$ cat src/design/ifs_pkg.sv
// ----------------------------------------------------------------------------
// Integer field scanner package
// Shared types, register indexes, codes and character constants.
// ----------------------------------------------------------------------------
package ifs_pkg;

  // Default parameter values
  localparam int unsigned INT_BITS_DEF    = 32;
  localparam int unsigned ACC_BITS_DEF    = 32;
  localparam int unsigned QUEUE_DEPTH_DEF = 2;

  // Field widths
  localparam int unsigned CFG_DATA_W = 15;
  localparam int unsigned CFG_IDX_W  = 2;
  localparam int unsigned WIDTH_W    = 15;
  localparam int unsigned VALUE_W    = 32;

  // Register indexes
  localparam logic [CFG_IDX_W-1:0] CFG_IDX_BASE  = 2'd0;
  localparam logic [CFG_IDX_W-1:0] CFG_IDX_WIDTH = 2'd1;
  localparam logic [CFG_IDX_W-1:0] CFG_IDX_SIZE  = 2'd2;

  // Base codes (unused code acts as decimal)
  localparam logic [1:0] BASE_OCT = 2'd0;
  localparam logic [1:0] BASE_DEC = 2'd1;
  localparam logic [1:0] BASE_HEX = 2'd2;

  // Size codes (unused code acts as long)
  localparam logic [1:0] SIZE_SHORT   = 2'd0;
  localparam logic [1:0] SIZE_REGULAR = 2'd1;
  localparam logic [1:0] SIZE_LONG    = 2'd2;

  // Field width used when the register holds zero
  localparam logic [WIDTH_W-1:0] DEFAULT_WIDTH = 15'd30000;

  // Characters
  localparam logic [7:0] CH_SPACE = 8'h20;
  localparam logic [7:0] CH_TAB   = 8'h09;
  localparam logic [7:0] CH_NL    = 8'h0A;
  localparam logic [7:0] CH_MINUS = 8'h2D;
  localparam logic [7:0] CH_PLUS  = 8'h2B;
  localparam logic [7:0] CH_0     = 8'h30;
  localparam logic [7:0] CH_9     = 8'h39;
  localparam logic [7:0] CH_LA    = 8'h61;
  localparam logic [7:0] CH_LF    = 8'h66;
  localparam logic [7:0] CH_UA    = 8'h41;
  localparam logic [7:0] CH_UF    = 8'h46;
  localparam logic [7:0] LOWER_OFS = 8'd87;  // 'a' - 10
  localparam logic [7:0] UPPER_OFS = 8'd55;  // 'A' - 10

  // Configuration registers
  typedef struct packed {
    logic [1:0]         base;
    logic [WIDTH_W-1:0] width;
    logic [1:0]         size;
  } cfg_t;

  // Classified character, front to back
  typedef struct packed {
    logic       eot;
    logic       blank;
    logic       sign;
    logic       minus;
    logic       dig_ok;
    logic [3:0] dig;
  } cls_t;

  // Result request
  typedef struct packed {
    logic [VALUE_W-1:0] value;
    logic               matched;
    logic               reached_end;
  } res_t;

endpackage

$ cat src/design/integer_field_scanner_core.sv
// A field's result passes from the back end into the result queue before it reaches the result ports.
// Throughput: one character per cycle; the back end stalls only when the result queue is full.
// The front and result queues each hold QUEUE_DEPTH requests.
// Reset is asynchronous, active low: registers return to base decimal, width 0, size regular,
// and the scanner starts skipping blanks with both queues empty.
// ----------------------------------------------------------------------------
// Integer field scanner core
// Scans integer fields from a character stream, one character per request.
// ----------------------------------------------------------------------------
module integer_field_scanner_core #(
  parameter int unsigned INT_BITS    = ifs_pkg::INT_BITS_DEF,
  parameter int unsigned ACC_BITS    = ifs_pkg::ACC_BITS_DEF,
  parameter int unsigned QUEUE_DEPTH = ifs_pkg::QUEUE_DEPTH_DEF
) (
  input  logic                           clk_i,
  input  logic                           rst_ni,
  // input side
  input  logic                           push,
  output logic                           full,
  input  logic [7:0]                     ch_i,
  input  logic                           end_of_text_i,
  // result side
  output logic                           empty,
  input  logic                           pop,
  output logic signed [31:0]             value_o,
  output logic                           matched_o,
  output logic                           reached_end_o,
  // configuration
  input  logic                           cfg_we_i,
  input  logic [ifs_pkg::CFG_IDX_W-1:0]  cfg_idx_i,
  input  logic [ifs_pkg::CFG_DATA_W-1:0] cfg_wdata_i
);

  ifs_pkg::cfg_t cfg_q;
  ifs_pkg::cls_t cmd;
  ifs_pkg::res_t res, res_out;
  logic          cmd_valid, cmd_pop;
  logic          res_push, res_full;
  logic [$bits(ifs_pkg::res_t)-1:0] res_raw;

  // Configuration registers
  always_ff @(posedge clk_i or negedge rst_ni) begin
    if (!rst_ni) begin
      cfg_q.base  <= ifs_pkg::BASE_DEC;
      cfg_q.width <= '0;
      cfg_q.size  <= ifs_pkg::SIZE_REGULAR;
    end else if (cfg_we_i) begin
      case (cfg_idx_i)
        ifs_pkg::CFG_IDX_BASE:  cfg_q.base  <= cfg_wdata_i[1:0];
        ifs_pkg::CFG_IDX_WIDTH: cfg_q.width <= cfg_wdata_i[ifs_pkg::WIDTH_W-1:0];
        ifs_pkg::CFG_IDX_SIZE:  cfg_q.size  <= cfg_wdata_i[1:0];
        default: ;
      endcase
    end
  end

  // Front end: classify and queue
  ifs_front #(
    .QUEUE_DEPTH (QUEUE_DEPTH)
  ) u_front (
    .clk_i         (clk_i),
    .rst_ni        (rst_ni),
    .push_i        (push),
    .ch_i          (ch_i),
    .end_of_text_i (end_of_text_i),
    .base_i        (cfg_q.base),
    .full_o        (full),
    .cmd_pop_i     (cmd_pop),
    .cmd_valid_o   (cmd_valid),
    .cmd_o         (cmd)
  );

  // Back end: field scanning
  ifs_back #(
    .INT_BITS (INT_BITS),
    .ACC_BITS (ACC_BITS)
  ) u_back (
    .clk_i       (clk_i),
    .rst_ni      (rst_ni),
    .cfg_i       (cfg_q),
    .cmd_valid_i (cmd_valid),
    .cmd_i       (cmd),
    .cmd_pop_o   (cmd_pop),
    .res_ready_i (!res_full),
    .res_push_o  (res_push),
    .res_o       (res)
  );

  // Result queue
  ifs_fifo #(
    .WIDTH ($bits(ifs_pkg::res_t)),
    .DEPTH (QUEUE_DEPTH)
  ) u_res_fifo (
    .clk_i   (clk_i),
    .rst_ni  (rst_ni),
    .push_i  (res_push),
    .din_i   (res),
    .full_o  (res_full),
    .pop_i   (pop),
    .dout_o  (res_raw),
    .empty_o (empty)
  );

  assign res_out       = ifs_pkg::res_t'(res_raw);
  assign value_o       = res_out.value;
  assign matched_o     = res_out.matched;
  assign reached_end_o = res_out.reached_end;

`ifndef SYNTHESIS
  // A result only comes from a character the back end consumed
  a_res_from_cmd: assert property (@(posedge clk_i) disable iff (!rst_ni)
    res_push |-> cmd_pop)
    else $error("result pushed without a consumed character");

  // End of text always finishes the field
  a_eot_finishes: assert property (@(posedge clk_i) disable iff (!rst_ni)
    (cmd_pop && cmd.eot) |-> res_push)
    else $error("end of text did not finish the field");

  // An unmatched field reports value zero
  a_unmatched_zero: assert property (@(posedge clk_i) disable iff (!rst_ni)
    (res_push && !res.matched) |-> (res.value == '0))
    else $error("unmatched field with non-zero value");
`endif

endmodule

$ cat src/design/ifs_fifo.sv
// ----------------------------------------------------------------------------
// Integer field scanner queue
// Small register queue with push/full and pop/empty sides.
// ----------------------------------------------------------------------------
module ifs_fifo #(
  parameter int unsigned WIDTH = 8,
  parameter int unsigned DEPTH = 2
) (
  input  logic             clk_i,
  input  logic             rst_ni,
  input  logic             push_i,
  input  logic [WIDTH-1:0] din_i,
  output logic             full_o,
  input  logic             pop_i,
  output logic [WIDTH-1:0] dout_o,
  output logic             empty_o
);

  localparam int unsigned PTR_W = (DEPTH > 1) ? $clog2(DEPTH) : 1;
  localparam int unsigned CNT_W = $clog2(DEPTH + 1);

  logic [WIDTH-1:0] mem_q [DEPTH];
  logic [PTR_W-1:0] wr_ptr_q, wr_ptr_d;
  logic [PTR_W-1:0] rd_ptr_q, rd_ptr_d;
  logic [CNT_W-1:0] cnt_q, cnt_d;
  logic             do_push, do_pop;

  assign full_o  = (cnt_q == CNT_W'(DEPTH));
  assign empty_o = (cnt_q == '0);
  assign do_push = push_i && !full_o;
  assign do_pop  = pop_i && !empty_o;
  assign dout_o  = mem_q[rd_ptr_q];

  // Pointer and fill count update
  always_comb begin
    wr_ptr_d = wr_ptr_q;
    rd_ptr_d = rd_ptr_q;
    cnt_d    = cnt_q;
    if (do_push) begin
      wr_ptr_d = (wr_ptr_q == PTR_W'(DEPTH - 1)) ? '0 : wr_ptr_q + PTR_W'(1);
    end
    if (do_pop) begin
      rd_ptr_d = (rd_ptr_q == PTR_W'(DEPTH - 1)) ? '0 : rd_ptr_q + PTR_W'(1);
    end
    if (do_push && !do_pop) begin
      cnt_d = cnt_q + CNT_W'(1);
    end else if (do_pop && !do_push) begin
      cnt_d = cnt_q - CNT_W'(1);
    end
  end

  always_ff @(posedge clk_i or negedge rst_ni) begin
    if (!rst_ni) begin
      wr_ptr_q <= '0;
      rd_ptr_q <= '0;
      cnt_q    <= '0;
    end else begin
      wr_ptr_q <= wr_ptr_d;
      rd_ptr_q <= rd_ptr_d;
      cnt_q    <= cnt_d;
    end
  end

  // Storage
  always_ff @(posedge clk_i) begin
    if (do_push) begin
      mem_q[wr_ptr_q] <= din_i;
    end
  end

endmodule

$ cat src/design/ifs_front.sv
// ----------------------------------------------------------------------------
// Integer field scanner front end
// Accepts characters, classifies them and queues them for the back end.
// ----------------------------------------------------------------------------
module ifs_front #(
  parameter int unsigned QUEUE_DEPTH = ifs_pkg::QUEUE_DEPTH_DEF
) (
  input  logic          clk_i,
  input  logic          rst_ni,
  input  logic          push_i,
  input  logic [7:0]    ch_i,
  input  logic          end_of_text_i,
  input  logic [1:0]    base_i,
  output logic          full_o,
  input  logic          cmd_pop_i,
  output logic          cmd_valid_o,
  output ifs_pkg::cls_t cmd_o
);

  ifs_pkg::cls_t      cls;
  logic               is_dec, is_lo, is_up;
  logic [7:0]         d8;
  logic               cmd_empty;
  logic [$bits(ifs_pkg::cls_t)-1:0] cmd_raw;

  // Character classification
  always_comb begin
    is_dec = (ch_i >= ifs_pkg::CH_0)  && (ch_i <= ifs_pkg::CH_9);
    is_lo  = (ch_i >= ifs_pkg::CH_LA) && (ch_i <= ifs_pkg::CH_LF);
    is_up  = (ch_i >= ifs_pkg::CH_UA) && (ch_i <= ifs_pkg::CH_UF);
    d8     = ch_i - ifs_pkg::CH_0;
    if (is_lo) begin
      d8 = ch_i - ifs_pkg::LOWER_OFS;
    end else if (is_up) begin
      d8 = ch_i - ifs_pkg::UPPER_OFS;
    end
    cls.eot    = end_of_text_i;
    cls.blank  = (ch_i == ifs_pkg::CH_SPACE) || (ch_i == ifs_pkg::CH_TAB) ||
                 (ch_i == ifs_pkg::CH_NL);
    cls.sign   = (ch_i == ifs_pkg::CH_MINUS) || (ch_i == ifs_pkg::CH_PLUS);
    cls.minus  = (ch_i == ifs_pkg::CH_MINUS);
    // letters count as digits in hex only
    cls.dig_ok = is_dec || ((base_i == ifs_pkg::BASE_HEX) && (is_lo || is_up));
    cls.dig    = d8[3:0];
  end

  // Queue towards the back end
  ifs_fifo #(
    .WIDTH ($bits(ifs_pkg::cls_t)),
    .DEPTH (QUEUE_DEPTH)
  ) u_cmd_fifo (
    .clk_i   (clk_i),
    .rst_ni  (rst_ni),
    .push_i  (push_i),
    .din_i   (cls),
    .full_o  (full_o),
    .pop_i   (cmd_pop_i),
    .dout_o  (cmd_raw),
    .empty_o (cmd_empty)
  );

  assign cmd_valid_o = !cmd_empty;
  assign cmd_o       = ifs_pkg::cls_t'(cmd_raw);

endmodule

$ cat src/design/ifs_back.sv
// ----------------------------------------------------------------------------
// Integer field scanner back end: runs the field state and digit accumulation,
// one character per cycle while the result queue is not full.
// ----------------------------------------------------------------------------
module ifs_back #(
  parameter int unsigned INT_BITS = ifs_pkg::INT_BITS_DEF,
  parameter int unsigned ACC_BITS = ifs_pkg::ACC_BITS_DEF
) (
  input  logic          clk_i,
  input  logic          rst_ni,
  input  ifs_pkg::cfg_t cfg_i,
  input  logic          cmd_valid_i,
  input  ifs_pkg::cls_t cmd_i,
  output logic          cmd_pop_o,
  input  logic          res_ready_i,
  output logic          res_push_o,
  output ifs_pkg::res_t res_o
);

  localparam int unsigned SH = ifs_pkg::VALUE_W - INT_BITS;

  logic                        in_digits_q, in_digits_d;
  logic [ifs_pkg::WIDTH_W-1:0] width_left_q, width_left_d;
  logic [ACC_BITS-1:0]         acc_q, acc_d;
  logic                        neg_q, neg_d;
  logic                        seen_q, seen_d;

  logic [ifs_pkg::WIDTH_W-1:0] len;
  logic [ACC_BITS-1:0]         acc_sh, acc_add;
  logic                        finish, fin_end;
  logic [31:0]                 low, sval;
  logic signed [31:0]          shl, reg_val;

  assign cmd_pop_o = cmd_valid_i && res_ready_i;
  assign len = (cfg_i.width == '0) ? ifs_pkg::DEFAULT_WIDTH : cfg_i.width;

  // Accumulator shift-add for the selected base
  always_comb begin
    case (cfg_i.base)
      ifs_pkg::BASE_OCT: acc_sh = acc_q << 3;
      ifs_pkg::BASE_HEX: acc_sh = acc_q << 4;
      default:           acc_sh = (acc_q << 3) + (acc_q << 1);
    endcase
    acc_add = acc_sh + ACC_BITS'(cmd_i.dig);
  end

  // Field state update
  always_comb begin
    in_digits_d  = in_digits_q;
    width_left_d = width_left_q;
    acc_d        = acc_q;
    neg_d        = neg_q;
    seen_d       = seen_q;
    finish       = 1'b0;
    fin_end      = 1'b0;
    if (in_digits_q) begin
      if ((width_left_q == '0) || cmd_i.eot) begin
        finish  = 1'b1;
        fin_end = cmd_i.eot;
      end else if (!cmd_i.dig_ok) begin
        finish = 1'b1;
      end else begin
        acc_d        = acc_add;
        seen_d       = 1'b1;
        width_left_d = width_left_q - ifs_pkg::WIDTH_W'(1);
      end
    end else if (cmd_i.eot) begin
      finish  = 1'b1;
      fin_end = 1'b1;
    end else if (!cmd_i.blank) begin
      in_digits_d = 1'b1;
      if (cmd_i.sign) begin
        neg_d        = cmd_i.minus;
        width_left_d = len - ifs_pkg::WIDTH_W'(1);
      end else if (!cmd_i.dig_ok) begin
        finish = 1'b1;
      end else begin
        // first digit: accumulator is zero here
        acc_d        = ACC_BITS'(cmd_i.dig);
        seen_d       = 1'b1;
        width_left_d = len - ifs_pkg::WIDTH_W'(1);
      end
    end
    if (finish) begin
      in_digits_d  = 1'b0;
      width_left_d = '0;
      acc_d        = '0;
      neg_d        = 1'b0;
      seen_d       = 1'b0;
    end
  end

  always_ff @(posedge clk_i or negedge rst_ni) begin
    if (!rst_ni) begin
      in_digits_q  <= 1'b0;
      width_left_q <= '0;
      acc_q        <= '0;
      neg_q        <= 1'b0;
      seen_q       <= 1'b0;
    end else if (cmd_pop_o) begin
      in_digits_q  <= in_digits_d;
      width_left_q <= width_left_d;
      acc_q        <= acc_d;
      neg_q        <= neg_d;
      seen_q       <= seen_d;
    end
  end

  // Result value: negate, truncate to size, sign-extend
  always_comb begin
    low     = neg_q ? (32'd0 - acc_q[31:0]) : acc_q[31:0];
    shl     = low << SH;
    reg_val = shl >>> SH;
    case (cfg_i.size)
      ifs_pkg::SIZE_SHORT:   sval = {{16{low[15]}}, low[15:0]};
      ifs_pkg::SIZE_REGULAR: sval = reg_val;
      default:               sval = low;
    endcase
  end

  assign res_push_o        = cmd_pop_o && finish;
  assign res_o.value       = sval;
  assign res_o.matched     = seen_q;
  assign res_o.reached_end = fin_end;

endmodule

$ cat config.mk
export PLATFORM = sky130hd
export DESIGN_NAME = integer_field_scanner_core
export DESIGN_NICKNAME = d
export VERILOG_FILES = /design/src/design/ifs_pkg.sv /design/src/design/integer_field_scanner_core.sv /design/src/design/ifs_fifo.sv /design/src/design/ifs_front.sv /design/src/design/ifs_back.sv
export SDC_FILE = /design/constraint.sdc
export NUM_CORES = 1
export LEC_CHECK = 0
export BUFFER_PORTS_ARGS = -buffer_cell sky130_fd_sc_hd__buf_2
export CAP_MARGIN = 20
export CORE_MARGIN = 4
export CORE_UTILIZATION = 35
export DETAILED_ROUTE_END_ITERATION = 10
export PLACE_DENSITY = 0.56
export SYNTH_ARGS = -nofsm -noshare
export SYNTH_HDL_FRONTEND = slang
export SYNTH_HIERARCHICAL = 1
export SYNTH_SLANG_ARGS = --single-unit
$ cat constraint.sdc
create_clock -name clk_i -period 4.8 [get_ports clk_i]
set_clock_uncertainty 0.05 [all_clocks]
set_input_delay 0.48 -clock clk_i [delete_from_list [all_inputs] [get_ports clk_i]]
set_output_delay 0.48 -clock clk_i [all_outputs]
set_load 0.1 [all_outputs]
==> results.yml <==
floorplan:
  rows: 65
  io_pins: 67
  die_w_um: 187
  start_util_pct: 35.5
  die_area_um2: 34900
  die_h_um: 187
  core_area_um2: 31600
critical_path:
  cp.depth: 10
  critPathLaunch: "u_back/acc_q[2]"
  worst-path-max-fanout: 10
  crit_chain: "ha_1, o211ai_1, o211ai_1, a21o_1, a2111oi_0, nor2_1, a311oi_1, and2_1, a311o_1, o211ai_1"
  endpoint: "u_back/acc_q[31]"
  r2r_setup_slack_ps: 800
  reg2reg_depth: 10
  reg2reg_from: "u_back/acc_q[2]"
  start_kind: "flip-flop"
  critPathSlowestCell: "a2111oi_0"
  cp_top_family: "compound AO/OA/AOI/OAI gates"
  r2r_end: "u_back/acc_q[31]"
  arrival_ps: 4270
  worstSetupPathType: "reg -> reg"
  required_ps: 5070
  worst-path-buf-inv: 0
  max_stage_delay_ps: 920
  cpMostUsedCell: "o211ai_1"
  worst_setup_path_end_kind: "flip-flop"
synthesis:
  synth_cell_type_count: 97
  yosys_most_used_dff: "edfxtp_1"
  synth.avg_cell_area_um2: 10.2
  synth-seq-cells: 163
  yosysTopAreaCell: "edfxtp_1"
  synth_nets: 1173
  netlist_area_um2: 11200
  yosysTopAreaCellShare_pct: 23.1
  synth_area_leaders: "edfxtp_1, dfrtp_1, mux2_4"
  syn-instance-count: 1100
  ys_seq_area_share_pct: 40.3
  yosys_warnings: 6
  async_flop_share_pct: 47.2
  synth-edff-count: 86
timing:
  min_period_ps: 4000
  setup_viol_count_final: 0
  rsz0062_at_grt: "no"
  fin_crit_sh_pct: 83.4
  drv_slew: 0
  slew-limit-headroom_pct: 28.8
  worst_slack_ps: 799
  worst_pin_slew_ps: 1040
  clock.fmax_mhz: 250
  hold_viol: 0
  setup_tns_ps: 0
finish:
  n_antenna_cell: 0
  nets: 1208
  filler_cell_count: 3118
  final_core_util_pct: 39.4
  area_delta_synth_final_pct: 10.9
  final_cell_area_um2: 12400
  drive_above_1_share_pct: 19.3
clock_network:
  cts.repair.resized: 0
  clk_latency_ps: 440
  cts_setup_buffers: 0
  clock-root-buffer: "clkbuf_16"
  clkTransAtPathRegs_ps: 70
  ctsHoldBuffers: 0
  cts_tree: "yes"
  cts.htree.levels: 4
  cts.sinks: 163
  cts_buffer_depth: 2
  cts_buffers: 17
grt:
  grt_max_degree: 58
  grt_usage_pct: 14.8
  grt_overflow: 0
  antenna_found_initial: 0
  grt_pass1_vias: 8186
  grt_pass1_wl_um: 42900
routing:
  totalWireLength_um: 25900
  vias_per_cell: 5.45
  ant_nets: 0
  vias: 8452
  first_pass_iters: 5
  drtIter0Drc: 550
  wl_per_cell_um: 16.7
  drc: 0
job:
  drv_cap: 0
outcome:
  outcome: "finished clean"
power:
  p_leak_uw: 0.00495
  clock_power_share_pct: 17.9
  net-switching-power_uw: 3910
  total_power_uw: 8010
  p_per_area_nw_per_um2: 645
  p_int_uw: 4110
  p_sw_share_pct: 48.7
  p_comb_share_pct: 52.5
  ir_drop_uv: 446
  seq_power_share_pct: 29.6
placed_design:
  post-place-ws_ps: 834
  io_buffers: 66
  place_hpwl_um: 19200
  gp_congestion: 0.849
  place_area_um2: 11800
worst_hold_path:
  hold_path.class: "in -> async"
synthesized netlist by cell type, types with 14 or more instances:
library cell	instances
a21oi_1	67
buf_2	18
clkbuf_1	25
dfrtp_1	75
edfxtp_1	86
ha_1	40
inv_1	25
mux2_2	30
mux2_4	39
mux2i_1	27
nand2_1	98
nand3_1	18
nor2_1	78
nor3_1	22
o21ai_0	63
o21ai_1	15
o31ai_1	14
xnor2_1	43
xor2_1	38
final cells by class:
cell class | instances | area (um2) | share of cell area, %
Timing Repair Buffer | 78 | 423 | 3.40
Tap cell | 402 | 503 | 4.05
Sequential cell | 163 | 4510 | 36.3
Multi-Input combinational cell | 849 | 6270 | 50.5
Clock buffer | 18 | 429 | 3.45
Clock inverter | 14 | 189 | 1.52
Inverter | 26 | 97.6 | 0.785
logic make-up (layout without fill, tap and decap cells):
logic type               after synthesis  after routing  synth area share (%)
AND/OR/NAND/NOR                      324            324                  14.9
multiplexers                         102            102                  11.3
AO/OA/AOI/OAI                        299            299                  18.4
adder cells (fa/ha/maj)               42             42                  4.83
buffers and inverters                 88            136                  3.84
flip-flops                           163            163                  40.3
XOR/XNOR                              82             82                  6.48
sequential cells by signal, summed over array words and instances, names as in the netlist, 2 cells and up:
name,cells
cfg_q,19
u_back/acc_q,32
u_back/width_left_q,15
u_front/u_cmd_fifo/cnt_q,2
u_front/u_cmd_fifo/mem_q,18
u_res_fifo/cnt_q,2
u_res_fifo/mem_q,68
routing by layer:
metal / track usage [%] / wire length [um]
met4: 4.44 / 476
met5: 0 / 0
met2: 23.2 / 11500
met1: 21.0 / 13000
met3: 2.58 / 936
cell usage in the layout (no fill, tap or decap), types with 38 or more instances in the layout:
cell	instances
nand2_1	98
edfxtp_1	86
nor2_1	77
dfrtp_1	74
a21oi_1	67
buf_2	65
o21ai_0	63
xnor2_1	43
ha_1	40
mux2_4	39
xor2_1	38
power groups by stage:
stage / sequential [uW] / clock, uW / combinational, uW
2_1_floorplan: 2230 / 0 / 3670
3_3_place_gp: 2390 / 0 / 4190
3_5_place_dp: 2400 / 0 / 4220
4_1_cts: 2370 / 1470 / 4230
5_1_grt: 2430 / 1530 / 4550
6_report: 2370 / 1440 / 4210
through the flow:
step           cells  hold slack [ps]
2_1_floorplan   1100              134
3_3_place_gp    1518              433
3_5_place_dp    1518              444
4_1_cts         1550             22.7
5_1_grt         1550             52.9
6_report        1550             6.72
worst min-delay path by stage:
stage | startpoint | to | slack [ps] | cells past startpoint
4_1_cts | rst_ni | u_back/acc_q[30] | 20 | 1
5_1_grt | rst_ni | u_back/acc_q[30] | 50 | 1
6_report | rst_ni | u_back/acc_q[30] | 7 | 1
2_1_floorplan | rst_ni | cfg_q[10] | 130 | 0
3_5_place_dp | cfg_q[1] | cfg_q[1] | 440 | 1
3_3_place_gp | cfg_q[1] | cfg_q[1] | 430 | 1
(Power assumes the default switching activity.)
